`src/sv/assert_macros.svh`:
```
// ----------------------------------------------------------------------------
// Assertion macros
// Clocked concurrent assertion shorthands with reset disable.
// ----------------------------------------------------------------------------
`ifndef ASSERT_MACROS_SVH
`define ASSERT_MACROS_SVH

// same-cycle implication
`define ASSERT_SAME(name, clk, rst_n, ante, cons) \
    name: assert property (@(posedge clk) disable iff (!rst_n) (ante) |-> (cons)) \
        else $error("assertion failed");

// next-cycle implication
`define ASSERT_NEXT(name, clk, rst_n, ante, cons) \
    name: assert property (@(posedge clk) disable iff (!rst_n) (ante) |=> (cons)) \
        else $error("assertion failed");

`endif

```
`src/sv/sacf_pkg.sv`:
```
// ----------------------------------------------------------------------------
// sacf_pkg
// Shared constants and types of the set-associative FIFO tag unit.
// ----------------------------------------------------------------------------
`default_nettype none

package sacf_pkg;

    localparam int SETS          = 64;
    localparam int SET_BITS      = $clog2(SETS);
    localparam int WAYS_DEF      = 4;
    localparam int ADDR_BITS_DEF = 32;
    localparam int ADDR_W        = 32;
    localparam int WAY_OUT_W     = 2;
    localparam int OUT_W         = 40;

    typedef struct packed {
        logic accept;
        logic fire;
    } sacf_cmd_t;

    typedef enum logic [1:0] {
        S_IDLE = 2'b01,
        S_LOOK = 2'b10
    } sacf_state_t;

endpackage

`default_nettype wire

```
`src/sv/sacf_ctrl.sv`:
```
// ----------------------------------------------------------------------------
// sacf_ctrl
// Access sequencer: accepts a beat, runs the lookup/write-back cycle and
// owns the output valid flag.
// ----------------------------------------------------------------------------
`default_nettype none
`include "assert_macros.svh"

module sacf_ctrl
    import sacf_pkg::*;
(
    input  wire logic clk,
    input  wire logic rst_n,
    input  wire logic s_tvalid,
    output logic      s_tready,
    output logic      m_tvalid,
    input  wire logic m_tready,
    output sacf_cmd_t cmd
);

    sacf_state_t state_reg;
    sacf_state_t state_next;
    logic        out_valid_reg;
    logic        out_valid_next;

    always_comb
    begin
        cmd.accept     = 1'b0;
        cmd.fire       = 1'b0;
        s_tready       = 1'b0;
        state_next     = state_reg;
        out_valid_next = out_valid_reg && !m_tready;
        unique case (state_reg)
            S_IDLE:
            begin
                s_tready   = 1'b1;
                cmd.accept = s_tvalid;
                if (s_tvalid)
                begin
                    state_next = S_LOOK;
                end
            end
            S_LOOK:
            begin
                if (!out_valid_reg || m_tready)
                begin
                    cmd.fire       = 1'b1;
                    out_valid_next = 1'b1;
                    state_next     = S_IDLE;
                end
            end
            default:
            begin
                state_next = S_IDLE;
            end
        endcase
    end

    always_ff @(posedge clk or negedge rst_n)
    begin
        if (!rst_n)
        begin
            state_reg     <= S_IDLE;
            out_valid_reg <= 1'b0;
        end
        else
        begin
            state_reg     <= state_next;
            out_valid_reg <= out_valid_next;
        end
    end

    assign m_tvalid = out_valid_reg;

    `ASSERT_NEXT(a_accept_to_look, clk, rst_n, cmd.accept, state_reg == S_LOOK)
    `ASSERT_NEXT(a_fire_loads_out, clk, rst_n, cmd.fire, out_valid_reg)
    `ASSERT_NEXT(a_stall_holds, clk, rst_n,
        state_reg == S_LOOK && out_valid_reg && !m_tready, state_reg == S_LOOK)
    `ASSERT_SAME(a_no_overlap, clk, rst_n, cmd.accept, !cmd.fire)

endmodule

`default_nettype wire

```
`config.mk`:
```
export PLATFORM = sky130hd
export DESIGN_NAME = sacf_ctrl
export DESIGN_NICKNAME = d
export VERILOG_FILES = /design/src/sv/sacf_pkg.sv /design/src/sv/sacf_ctrl.sv
export VERILOG_INCLUDE_DIRS = /design/src /design/src/sv
export SDC_FILE = /design/constraint.sdc
export NUM_CORES = 1
export LEC_CHECK = 0
export BUFFER_PORTS_ARGS = -buffer_cell sky130_fd_sc_hd__buf_4
export CAP_MARGIN = 20
export CORE_AREA = 2 2 39 41
export CTS_CLUSTER_DIAMETER = 120
export DETAILED_ROUTE_END_ITERATION = 6
export DIE_AREA = 0 0 41 43
export GPL_ROUTABILITY_DRIVEN = 0
export MAX_ROUTING_LAYER = met4
export PLACE_DENSITY_LB_ADDON = 0.25
export SLEW_MARGIN = 40
export SYNTH_ARGS = -nofsm -noshare
export SYNTH_HDL_FRONTEND = slang
export SYNTH_SLANG_ARGS = --single-unit
```
`constraint.sdc`:
```
create_clock -name clk -period 1.5 [get_ports clk]
set_input_delay 0 -clock clk [delete_from_list [all_inputs] [get_ports clk]]
set_output_delay 0 -clock clk [all_outputs]
set_load 0.03 [all_outputs]
```
=== After elaboration in Yosys (flattened, before gate mapping) ===
Cells that the tools add are included.

* Equality and inequality tests: 4
* Mux-type cells: 9
* Reductions and logical operators: 5

{| class="wikitable"
|+ Operators by type and width
! operator !! number
|-
| $mux W1 || 6
|-
| $mux W2 || 2
|-
| $ne A2 B2 Y1 const B || 2
|-
| $pmux W2 S2 || 1
|-
| $eq A2 B1 Y1 const B || 1
|-
| $eq A2 B2 Y1 const B || 1
|-
| $logic_not A1 Y1 || 2
|-
| $reduce_and A2 Y1 || 1
|-
| $logic_and A1 B1 Y1 || 1
|-
| $logic_or A1 B1 Y1 || 1
|}

* Register bits: 3
* Bits of input ports: 4
* Output and inout bits: 4
* Word-level logic and storage cells: 20

=== Logic depth before layout (Yosys ltp) ===
Gate-level depths: netlist of the first run.

* Depth after elaboration: 4
* Gate-level depth with buffers: 2
* Mapped depth without buffers: 2

=== Worst setup path before layout of the first run ===
Ideal clock, no wire load.

* Path kind: register -> output
* Start point: register out_valid_reg, in the netlist m_tvalid
* End point: output cmd[0] in the netlist's numbering
* Arrival time: 1.113 ns
* Data required time: 1.500 ns
* Path slack: 0.387 ns
* Cell stages (with the launch flop): 3
* Buffers on the path: 0
* Cells stage by stage: dfrtp_1 > nand2b_1 > nor2b_1

{| class="wikitable"
|+ RTL lines
! what !! line !! RTL
|-
| start: declaration || sacf_ctrl.sv:23 || <nowiki>logic out_valid_reg;</nowiki>
|-
| start signal: assignment || sacf_ctrl.sv:69 || <nowiki>out_valid_reg <= out_valid_next;</nowiki>
|-
| end: declaration || sacf_ctrl.sv:18 || <nowiki>output sacf_cmd_t cmd</nowiki>
|}

==> qor.tcl, run 1 <==
set qor(status) {complete, no violations}
set qor(largest_reg_flops) 2
set qor(initial_antenna_violation_count) 0
set qor(cts_setup_buffers) 0
set qor(final.period_utilization) 0.7578
set qor(insertedDiodeCount) 0
set qor(worstMarginPinSlew_ps) 146.4
set qor(drv.max_cap_violation_count) 0
set qor(crit_slowest_cell) {sky130_fd_sc_hd__dfstp_2}
set qor(worst_skew_pair.late_latency_ps) 230
set qor(wl_met1_um) 91
set qor(power.switching_mw) 0.08969
set qor(netlist_area_um2) 127.6
set qor(grt_overflow) 0
set qor(largest_net_degree_at_the_start_of_global_routing) 6
set qor(endpoint) {cmd[0]}
set qor(grt_pass1_wl_um) 448
set qor(first_iter_violations) 0
set qor(postSynthAreaPerCell_um2) 10.64
set qor(area_of_the_placeable_core_um2) 1384
set qor(crit_path_start_kind) {flip-flop}
set qor(synthTopCellsByCount) {sky130_fd_sc_hd__dfrtp_1 (2), sky130_fd_sc_hd__nand2_1 (2), sky130_fd_sc_hd__nand2b_1 (2), sky130_fd_sc_hd__nor2b_1 (2)}
set qor(power_report.internal_total_mw) 0.2269
set qor(synth_top_area_frac) 0.3922
set qor(switching_share) 0.2833
set qor(combPwrFrac) 0.246
set qor(layout_cell_area_excl_fill_um2) 236.5
set qor(share_of_the_yosys_chip_area_belonging_to_registers) 0.5980
set qor(placement_rows) 14
set qor(maxUsedRoutingLayer) {met3}
set qor(avgRoutedWirePerCell_um) 6.700
set qor(critical_path.endpoint_type) {output pin}
set qor(design.die.area_um2) 1763
set qor(number_of_buffers_inserted_during_clock_tree_synthesis) 3
set qor(die_height_um) 43
set qor(clock_power_share) 0.436
set qor(grt_setup_unrepaired) {false}
set qor(cp.arrival_ps) 1140
set qor(number_of_remaining_drc_errors) 0
set qor(totalPowerFinal_mw) 0.3165
set qor(wl_met2_um) 138
set qor(num-nets-final) 29
set qor(synth_edf_count) 0
set qor(cts_tree) {done}
set qor(postSynthNetCount) 16
set qor(startpoint_of_the_most_critical_setup_path) {state_reg[0]}
set qor(postSynthCellCount) 12
set qor(number_of_global_route_vias_before_repair) 131
set qor(crit-reg2reg-capture) {state_reg[1]}
set qor(power_density_nw_per_um2) 1339
set qor(dpl_worst_slack_ps) 605.3
set qor(final_hold_viol_count) 0
set qor(timing.hold.ws_ps) 97.55
set qor(slew_headroom) 0.9024
set qor(pin_count) 8
set qor(filler_cell_count) 156
set qor(global_route.usage.total) 0.04536
set qor(cts.sinks) 3
set qor(finalWorstSetupSlack_ps) 363.4
set qor(ff2ff_setup_slack_ps) 600
set qor(cts-root-buf) {sky130_fd_sc_hd__clkbuf_4}
set qor(floorplan.initialDensity) 0.09222
set qor(critPathBufInv) 1
set qor(yosys-top-cells-area) {sky130_fd_sc_hd__dfrtp_1 (39%), sky130_fd_sc_hd__dfstp_2 (21%), sky130_fd_sc_hd__nand2b_1 (9.8%)}
set qor(vias) 126
set qor(synthDominantAreaCellType) {sky130_fd_sc_hd__dfrtp_1}
set qor(layout-area-overhead-vs-synth_pct) 85.29
set qor(clkSlewWorstSetupHoldPaths_ps) 40
set qor(setup_tns_final_ps) 0
set qor(detail-route-antenna-nets) 0
set qor(critical_path.top_delay_family) {flip-flops}
set qor(cts_buffer_depth) 2
set qor(ffs_latches_synth) 3
set qor(required_ps) 1500
set qor(slew_violations) 0
set qor(final-setup-viol-count) 0
set qor(p_leak_nw) 0.1129
set qor(io_buffers) 7
set qor(power_frac_seq) 0.318
set qor(reg2reg_from) {state_reg[0]}
set qor(drt_wl_total_um) 268
set qor(path_max_fanout) 4
set qor(drt_via_density) 3.150
set qor(synth-main-ff-cell) {sky130_fd_sc_hd__dfrtp_1}
set qor(htree_levels) 1
set qor(number_of_unique_standard_cell_types_used_by_synthesis) 8
set qor(drt_pre_antenna_iters) 1
set qor(max_freq_mhz) 879.8
set qor(worstSetupPathDepth) 3
set qor(dpl_cell_area_um2) 200.2
set qor(dr_wl_met3_um) 39
set qor(timing.critical_path.cells) {nand2b_1 > nor2b_1 > buf_4}
set qor(irDropWorstVdd_v) 0.0002349
set qor(synth_async_sr_flop_share) 1.000
set qor(synth_warnings) 0
set qor(path_class_of_the_lowest_slack_min_delay_path) {in -> async}
set qor(fin_worst_skew_ps) 0.2514
set qor(timing_worst_setup_path_type) {reg -> out}
set qor(rr_worst_depth) 2
set qor(critPathMaxStageDelay_ps) 520
set qor(period_needed_ps) 1137
set qor(die_x_um) 41
set qor(post_route_cells_drive_above_1_share) 0.4583
[layout by cell type, fill, tap and decap left out]
| cell | count |
|---|---|
| sky130_fd_sc_hd__dlygate4sd3_1 | 1 |
| sky130_fd_sc_hd__o22a_1 | 1 |
| sky130_fd_sc_hd__dfrtp_1 | 2 |
| sky130_fd_sc_hd__clkbuf_4 | 3 |
| sky130_fd_sc_hd__nor2_1 | 1 |
| sky130_fd_sc_hd__o22ai_1 | 1 |
| sky130_fd_sc_hd__nor2b_1 | 2 |
| sky130_fd_sc_hd__dfstp_2 | 1 |
| sky130_fd_sc_hd__clkbuf_1 | 1 |
| sky130_fd_sc_hd__nand2_1 | 2 |
| sky130_fd_sc_hd__nand2b_1 | 2 |
| sky130_fd_sc_hd__buf_4 | 7 |
[timing repair]
action                    CTS  global route
resized for setup           0             0
hold buffers                1             0
hold endpoints to repair    3             0
[layer usage]
metal / global-route usage / vias to the layer above
li1: - / 65
met2: 0.05938 / 5
met4: 0.06000 / 0
met1: 0.03236 / 56
met5: - / -
met3: 0.03141 / 0
[power by group through the flow]
stage / Sequential, mW / Combinational, mW / Clock, mW
6_report: 0.101 / 0.0778 / 0.138
5_1_grt: 0.103 / 0.0845 / 0.152
4_1_cts: 0.101 / 0.0792 / 0.147
3_5_place_dp: 0.101 / 0.0770 / 0
3_3_place_gp: 0.101 / 0.0763 / 0
2_1_floorplan: 0.108 / 0.0396 / 0
[cell type report]
| class | count | area [um2] | area share |
|---|---|---|---|
| Tap cell | 16 | 20.02 | 0.08466 |
| Sequential cell | 3 | 76.32 | 0.3228 |
| Multi-Input combinational cell | 9 | 51.30 | 0.2169 |
| Timing Repair Buffer | 8 | 62.56 | 0.2646 |
| Clock buffer | 4 | 26.28 | 0.1111 |
[how the worst min path moves through the flow]
stage / from / endpoint / slack [ps] / cells after the start
global route: m_tready / m_tvalid / 110 / 3
floorplan: rst_n / m_tvalid / -300 / 0
detailed placement: rst_n / m_tvalid / -210 / 1
global placement: rst_n / m_tvalid / -210 / 1
CTS: rst_n / state_reg[1] / 100 / 2
finish: rst_n / state_reg[1] / 100 / 2
[worst register-to-register path, stage by stage (launching register included)]
cell                       delay, ps
sky130_fd_sc_hd__dfstp_2         520
sky130_fd_sc_hd__nand2b_1        160
sky130_fd_sc_hd__o22ai_1          90
[cell families after synthesis]
logic type,Yosys count,synth area share
flops,3,0.5981
simple gates,7,0.2843
compound gates,2,0.1177
[stage by stage]
step / std cells / utilization
floorplan: 12 / -
global placement: 35 / 0.1447
detailed placement: 35 / 0.1447
CTS: 40 / 0.1709
global route: 40 / 0.1709
finish: 40 / 0.1709
Power figures use the tool's default switching activity.
==> run 2: changes to the inputs <==
==> constraint.sdc (replaced) <==
create_clock -name clk -period 1 [get_ports clk]
set_input_delay 0 -clock clk [delete_from_list [all_inputs] [get_ports clk]]
set_output_delay 0 -clock clk [all_outputs]
set_load 0.03 [all_outputs]
==> qor.tcl, run 2 (same netlist as run 1, synthesis figures left out) <==
set qor(status) {complete, but fails checks}
set qor(violations_in_the_final_reports) {setup timing}
set qor(dp.cells) 35
set qor(detail-route-antenna-nets) 0
set qor(vias) 141
set qor(placement_rows) 14
set qor(power_density_nw_per_um2) 1837
set qor(cts-root-buf) {sky130_fd_sc_hd__clkbuf_4}
set qor(timing.hold.ws_ps) 89.23
set qor(clkSlewWorstSetupHoldPaths_ps) 40
set qor(grt_pass1_wl_um) 517
set qor(timing_worst_setup_path_type) {reg -> out}
set qor(number_of_global_route_vias_before_repair) 134
set qor(path_class_of_the_lowest_slack_min_delay_path) {in -> async}
set qor(hpwlAfterDp_um) 238.2
set qor(final_hold_viol_count) 0
set qor(cts_tree) {done}
set qor(largest_net_degree_at_the_start_of_global_routing) 6
set qor(cts.sinks) 3
set qor(post_route_cells_drive_above_1_share) 0.6923
set qor(dpl_cell_area_um2) 202.7
set qor(drt_pre_antenna_iters) 3
set qor(die_height_um) 43
set qor(irDropWorstVdd_v) 0.0003212
set qor(worst_skew_pair.late_latency_ps) 230
set qor(first_iter_violations) 5
set qor(instances_no_fill) 42
set qor(global_route.usage.total) 0.05464
set qor(insertedDiodeCount) 0
set qor(layout-area-overhead-vs-synth_pct) 122.5
set qor(largest_reg_flops) 2
set qor(path_max_fanout) 3
set qor(layout.cells.most_common_list) {sky130_fd_sc_hd__buf_4 (6), sky130_fd_sc_hd__clkbuf_4 (3), sky130_fd_sc_hd__buf_6 (3)}
set qor(period_needed_ps) 1087
set qor(drt_via_density) 3.357
set qor(crit_path_start_kind) {flip-flop}
set qor(p_leak_nw) 0.1342
set qor(grt_overflow) 0
set qor(layout_cell_area_excl_fill_um2) 284.0
set qor(slew_headroom) 0.8907
set qor(number_of_buffers_inserted_during_clock_tree_synthesis) 3
set qor(design.die.area_um2) 1763
set qor(initial_antenna_violation_count) 0
set qor(drv.max_cap_violation_count) 0
set qor(finalWorstSetupSlack_ps) -86.59
set qor(worstMarginPinSlew_ps) 163.9
set qor(grt_setup_unrepaired) {true}
set qor(final_core_util) 0.2052
set qor(max_freq_mhz) 920.3
set qor(area_of_the_placeable_core_um2) 1384
set qor(drt_wl_total_um) 366
set qor(cp.arrival_ps) 1090
set qor(pin_count) 8
set qor(num-nets-final) 31
set qor(die_x_um) 41
set qor(slew_violations) 0
set qor(htree_levels) 1
set qor(cts_buffer_depth) 2
set qor(mostFrequentLayoutCell) {sky130_fd_sc_hd__buf_4}
set qor(dpl_worst_slack_ps) 88.37
set qor(io_buffers) 7
set qor(critical_path.endpoint_type) {output pin}
set qor(floorplan.initialDensity) 0.09222
set qor(fin_worst_skew_ps) 2.927
set qor(final-setup-viol-count) 4
set qor(number_of_remaining_drc_errors) 0
set qor(required_ps) 1000
set qor(final.period_utilization) 1.087
set qor(avgRoutedWirePerCell_um) 8.714
-- run 2: cell count changes in the layout (fill, tap and decap cells not counted), sizes merged --
| cell | delta |
|---|---|
| buf | +2 |
-- run 2: final cells by class --
cell class	count	area [um2]
clock buffers	4	26.28
fillers	160	1100
multi-input cells	9	71.32
flip-flops and latches	3	77.57
well taps	16	20.02
repair buffers	10	88.84
-- run 2: worst paths after layout --
check / from / end / slack [ps] / cells after the start
min in group clk: m_tready / m_tvalid / 90 / 3
hold / removal: rst_n / m_tvalid / 90 / 2
hold reg to reg: m_tvalid / m_tvalid / 550 / 2
setup / recovery: state_reg[0] / cmd[0] / -90 / 3
setup reg to reg: state_reg[0] / state_reg[0] / -20 / 3
max in group asynchronous: rst_n / state_reg[0] / 720 / 2
-- run 2: per-stage QoR --
step / TNS [ps] / power, mW
4_1_cts: -282.0 / 0.5183
3_5_place_dp: 0 / 0.2705
5_1_grt: -402.3 / 0.5555
3_3_place_gp: 0 / 0.2668
6_report: -247.2 / 0.5217
2_1_floorplan: 0 / 0.2222
-- run 2: what timing repair did --
action | 4_1_cts | 5_1_grt
endpoints found under the hold margin | 3 | 0
endpoints found under the setup margin | 3 | 4
hold buffers | 1 | 0
gates resized for setup | 5 | 3
buffers inserted | 1 | 1
pin swaps | 2 | 3
-- run 2: critical path, cell delays in order, from the launching register on --
cell	delay [ps]
sky130_fd_sc_hd__dfstp_2	540
sky130_fd_sc_hd__nand2b_4	140
sky130_fd_sc_hd__nor2b_2	50
sky130_fd_sc_hd__buf_6	130
-- run 2: power by group --
group          total [mW]  internal [mW]  leakage, nW  switching, mW
sequential          0.161          0.142       0.0354         0.0193
clock               0.213          0.150       0.0150         0.0633
combinational       0.148         0.0735       0.0838         0.0744
-- run 2: routing by layer --
metal / share of wire / vias to the layer above / GRT usage
met5: 0 / - / -
met4: 0.041 / 0 / 0.08000
met3: 0.17 / 2 / 0.04712
met2: 0.39 / 10 / 0.05313
met1: 0.40 / 60 / 0.04854
li1: - / 69 / -
==> run 3: changes to the inputs <==
--- a/config.mk
+++ b/config.mk
@@ -6,6 +6,7 @@
 export SDC_FILE = /design/constraint.sdc
 export NUM_CORES = 1
 export LEC_CHECK = 0
+export ABC_AREA = 1
 export BUFFER_PORTS_ARGS = -buffer_cell sky130_fd_sc_hd__buf_4
 export CAP_MARGIN = 20
 export CORE_AREA = 2 2 39 41
==> qor.tcl, run 3 <==
set qor(io_buffers) 7
set qor(critPathBufInv) 1
set qor(whs_path_depth) 4
set qor(cts_tree) {done}
set qor(crit-reg2reg-capture) {state_reg[0]}
set qor(largest_reg_flops) 2
set qor(number_of_global_route_vias_before_repair) 174
set qor(synth_async_sr_flop_share) 1.000
set qor(cts.sinks) 3
set qor(share_of_the_yosys_chip_area_belonging_to_registers) 0.5214
set qor(insertedDiodeCount) 0
set qor(placement_rows) 14
set qor(p_leak_nw) 0.1871
set qor(vias) 162
set qor(drt_wl_total_um) 349
set qor(setup_tns_final_ps) -135.3
set qor(drt_via_density) 3.057
set qor(ffs_latches_synth) 3
set qor(multi_input_area_um2) 56.30
set qor(number_of_buffers_inserted_during_clock_tree_synthesis) 3
set qor(synth_edf_count) 0
set qor(first_iter_violations) 5
set qor(cp.arrival_ps) 1070
set qor(cts-root-buf) {sky130_fd_sc_hd__clkbuf_4}
set qor(yosys-top-cells-area) {sky130_fd_sc_hd__dfrtp_1 (34%), sky130_fd_sc_hd__dfstp_2 (18%), sky130_fd_sc_hd__inv_1 (18%)}
set qor(initial_antenna_violation_count) 0
set qor(fin_worst_skew_ps) 5.023
set qor(layout.cells.most_common_list) {sky130_fd_sc_hd__inv_1 (6), sky130_fd_sc_hd__buf_4 (6), sky130_fd_sc_hd__nand2_1 (5)}
set qor(layout-area-overhead-vs-synth_pct) 115.4
set qor(grt_pass1_wl_um) 627
set qor(clkSlewWorstSetupHoldPaths_ps) 40
set qor(timing.critical_path.cells) {nand2_2 > nor2_4 > buf_6}
set qor(pin_count) 8
set qor(synthDominantAreaCellType) {sky130_fd_sc_hd__dfrtp_1}
set qor(finalWorstSetupSlack_ps) -65.62
set qor(critical_path.top_delay_family) {flip-flops}
set qor(crit_slowest_cell) {sky130_fd_sc_hd__dfstp_2}
set qor(global_route.usage.total) 0.06076
set qor(avgRoutedWirePerCell_um) 6.585
set qor(synth_top_area_frac) 0.3419
set qor(filler_cell_count) 152
set qor(num-nets-final) 42
set qor(critPathMaxStageDelay_ps) 530
set qor(reg2reg_from) {state_reg[0]}
set qor(synthTopCellsByCount) {sky130_fd_sc_hd__inv_1 (7), sky130_fd_sc_hd__nand2_1 (7), sky130_fd_sc_hd__nor2_1 (3)}
set qor(path_class_of_the_lowest_slack_min_delay_path) {in -> reg}
set qor(synth_warnings) 0
set qor(postSynthNetCount) 25
set qor(max_freq_mhz) 938.4
set qor(slew_violations) 0
set qor(sequential_cell_area_um2) 76.32
set qor(area_of_the_placeable_core_um2) 1384
set qor(power_report.internal_total_mw) 0.3676
set qor(worstMarginPinSlew_ps) 96.44
set qor(synth-main-ff-cell) {sky130_fd_sc_hd__dfrtp_1}
set qor(crit_path_start_kind) {flip-flop}
set qor(required_ps) 1000
set qor(hold-path-endpoint) {m_tvalid}
set qor(floorplan.initialDensity) 0.1058
set qor(period_needed_ps) 1066
set qor(htree_levels) 1
set qor(drv.max_cap_violation_count) 0
set qor(number_of_remaining_drc_errors) 0
set qor(ff2ff_setup_slack_ps) 0
set qor(drt_pre_antenna_iters) 2
set qor(violations_in_the_final_reports) {setup timing}
set qor(switching_share) 0.3040
set qor(postSynthAreaPerCell_um2) 6.971
set qor(cts_buffer_depth) 2
set qor(largest_net_degree_at_the_start_of_global_routing) 4
set qor(totalPowerFinal_mw) 0.5282
set qor(combPwrFrac) 0.319
set qor(power_frac_seq) 0.282
set qor(hold_path_startpoint) {m_tready}
set qor(number_of_unique_standard_cell_types_used_by_synthesis) 6
set qor(status) {complete, but fails checks}
set qor(grt_overflow) 0
set qor(die_x_um) 41
set qor(detail-route-antenna-nets) 0
set qor(irDropWorstVdd_v) 0.0003983
set qor(final_hold_viol_count) 0
set qor(worstSetupPathDepth) 3
set qor(worst_skew_pair.late_latency_ps) 230
set qor(grt_setup_unrepaired) {true}
set qor(timing_worst_setup_path_type) {reg -> out}
set qor(power.switching_mw) 0.1606
set qor(die_height_um) 43
set qor(netlist_area_um2) 146.4
set qor(postSynthCellCount) 21
set qor(power_density_nw_per_um2) 1675
set qor(design.die.area_um2) 1763
set qor(post_route_cells_drive_above_1_share) 0.5135
set qor(path_max_fanout) 2
set qor(slew_headroom) 0.9355
set qor(final-setup-viol-count) 3
set qor(rr_worst_depth) 5
set qor(clock_power_share) 0.399
set qor(final.period_utilization) 1.066
set qor(critical_path.endpoint_type) {output pin}
run 3: worst max-delay path by stage:
stage | startpoint | end | slack, ps
2_1_floorplan | state_reg[0] | state_reg[1] | -30
3_3_place_gp | state_reg[0] | state_reg[1] | 60
3_5_place_dp | state_reg[0] | state_reg[1] | 50
4_1_cts | state_reg[0] | cmd[1] | -70
5_1_grt | state_reg[0] | cmd[1] | -110
6_report | state_reg[0] | cmd[1] | -70
run 3: stage by stage:
stage | cells | utilization | setup WS [ps] | cell area [um2] | hold WS (ps)
detailed placement | 44 | 0.1637 | 53.55 | 226.5 | -206.9
finish | 53 | 0.2278 | -65.62 | 315.3 | 47.84
floorplan | 21 | - | -26.19 | 153.9 | -295.6
CTS | 52 | 0.2197 | -68.38 | 304.0 | 40.50
global route | 53 | 0.2278 | -106.4 | 315.3 | 64.05
global placement | 44 | 0.1637 | 61.22 | 226.5 | -206.4
run 3: layout make-up:
class / count / share of cell area
timing repair buffer: 12 / 0.3492
sequential: 3 / 0.2421
multi-input combinational: 11 / 0.1786
clock buffer: 4 / 0.08333
inverter: 7 / 0.08333
tap: 16 / 0.06349
run 3: cells by family (layout without fill, tap and decap cells):
logic type             count (synthesis)  after routing  share of synthesized area
and+or+nand+nor                       11             11                     0.2992
buffers and inverters                  7             23                     0.1795
DFF                                    3              3                     0.5214
run 3: power groups by stage:
stage               Combinational, mW  Clock [mW]  Sequential, mW
finish                          0.169       0.211           0.149
floorplan                      0.0704           0           0.158
global route                    0.182       0.237           0.151
CTS                             0.160       0.223           0.149
global placement                0.127           0           0.148
detailed placement              0.127           0           0.149
run 3: timing repair:
action	CTS	global route
hold endpoints to repair	4	0
hold buffers	2	0
cloned	0	0
setup endpoints to repair	3	4
gates resized for setup	5	2
buffers inserted	2	1
run 3: worst min-delay path, delay by kind of cell:
family,cells,cell delay [ps]
buf+inv,2,100
simple gates,2,140
run 3: layer usage:
layer / track usage / share of wire
met5: - / 0
met1: 0.06452 / 0.48
met2: 0.06563 / 0.42
met4: 0.08000 / 0
met3: 0.03141 / 0.10
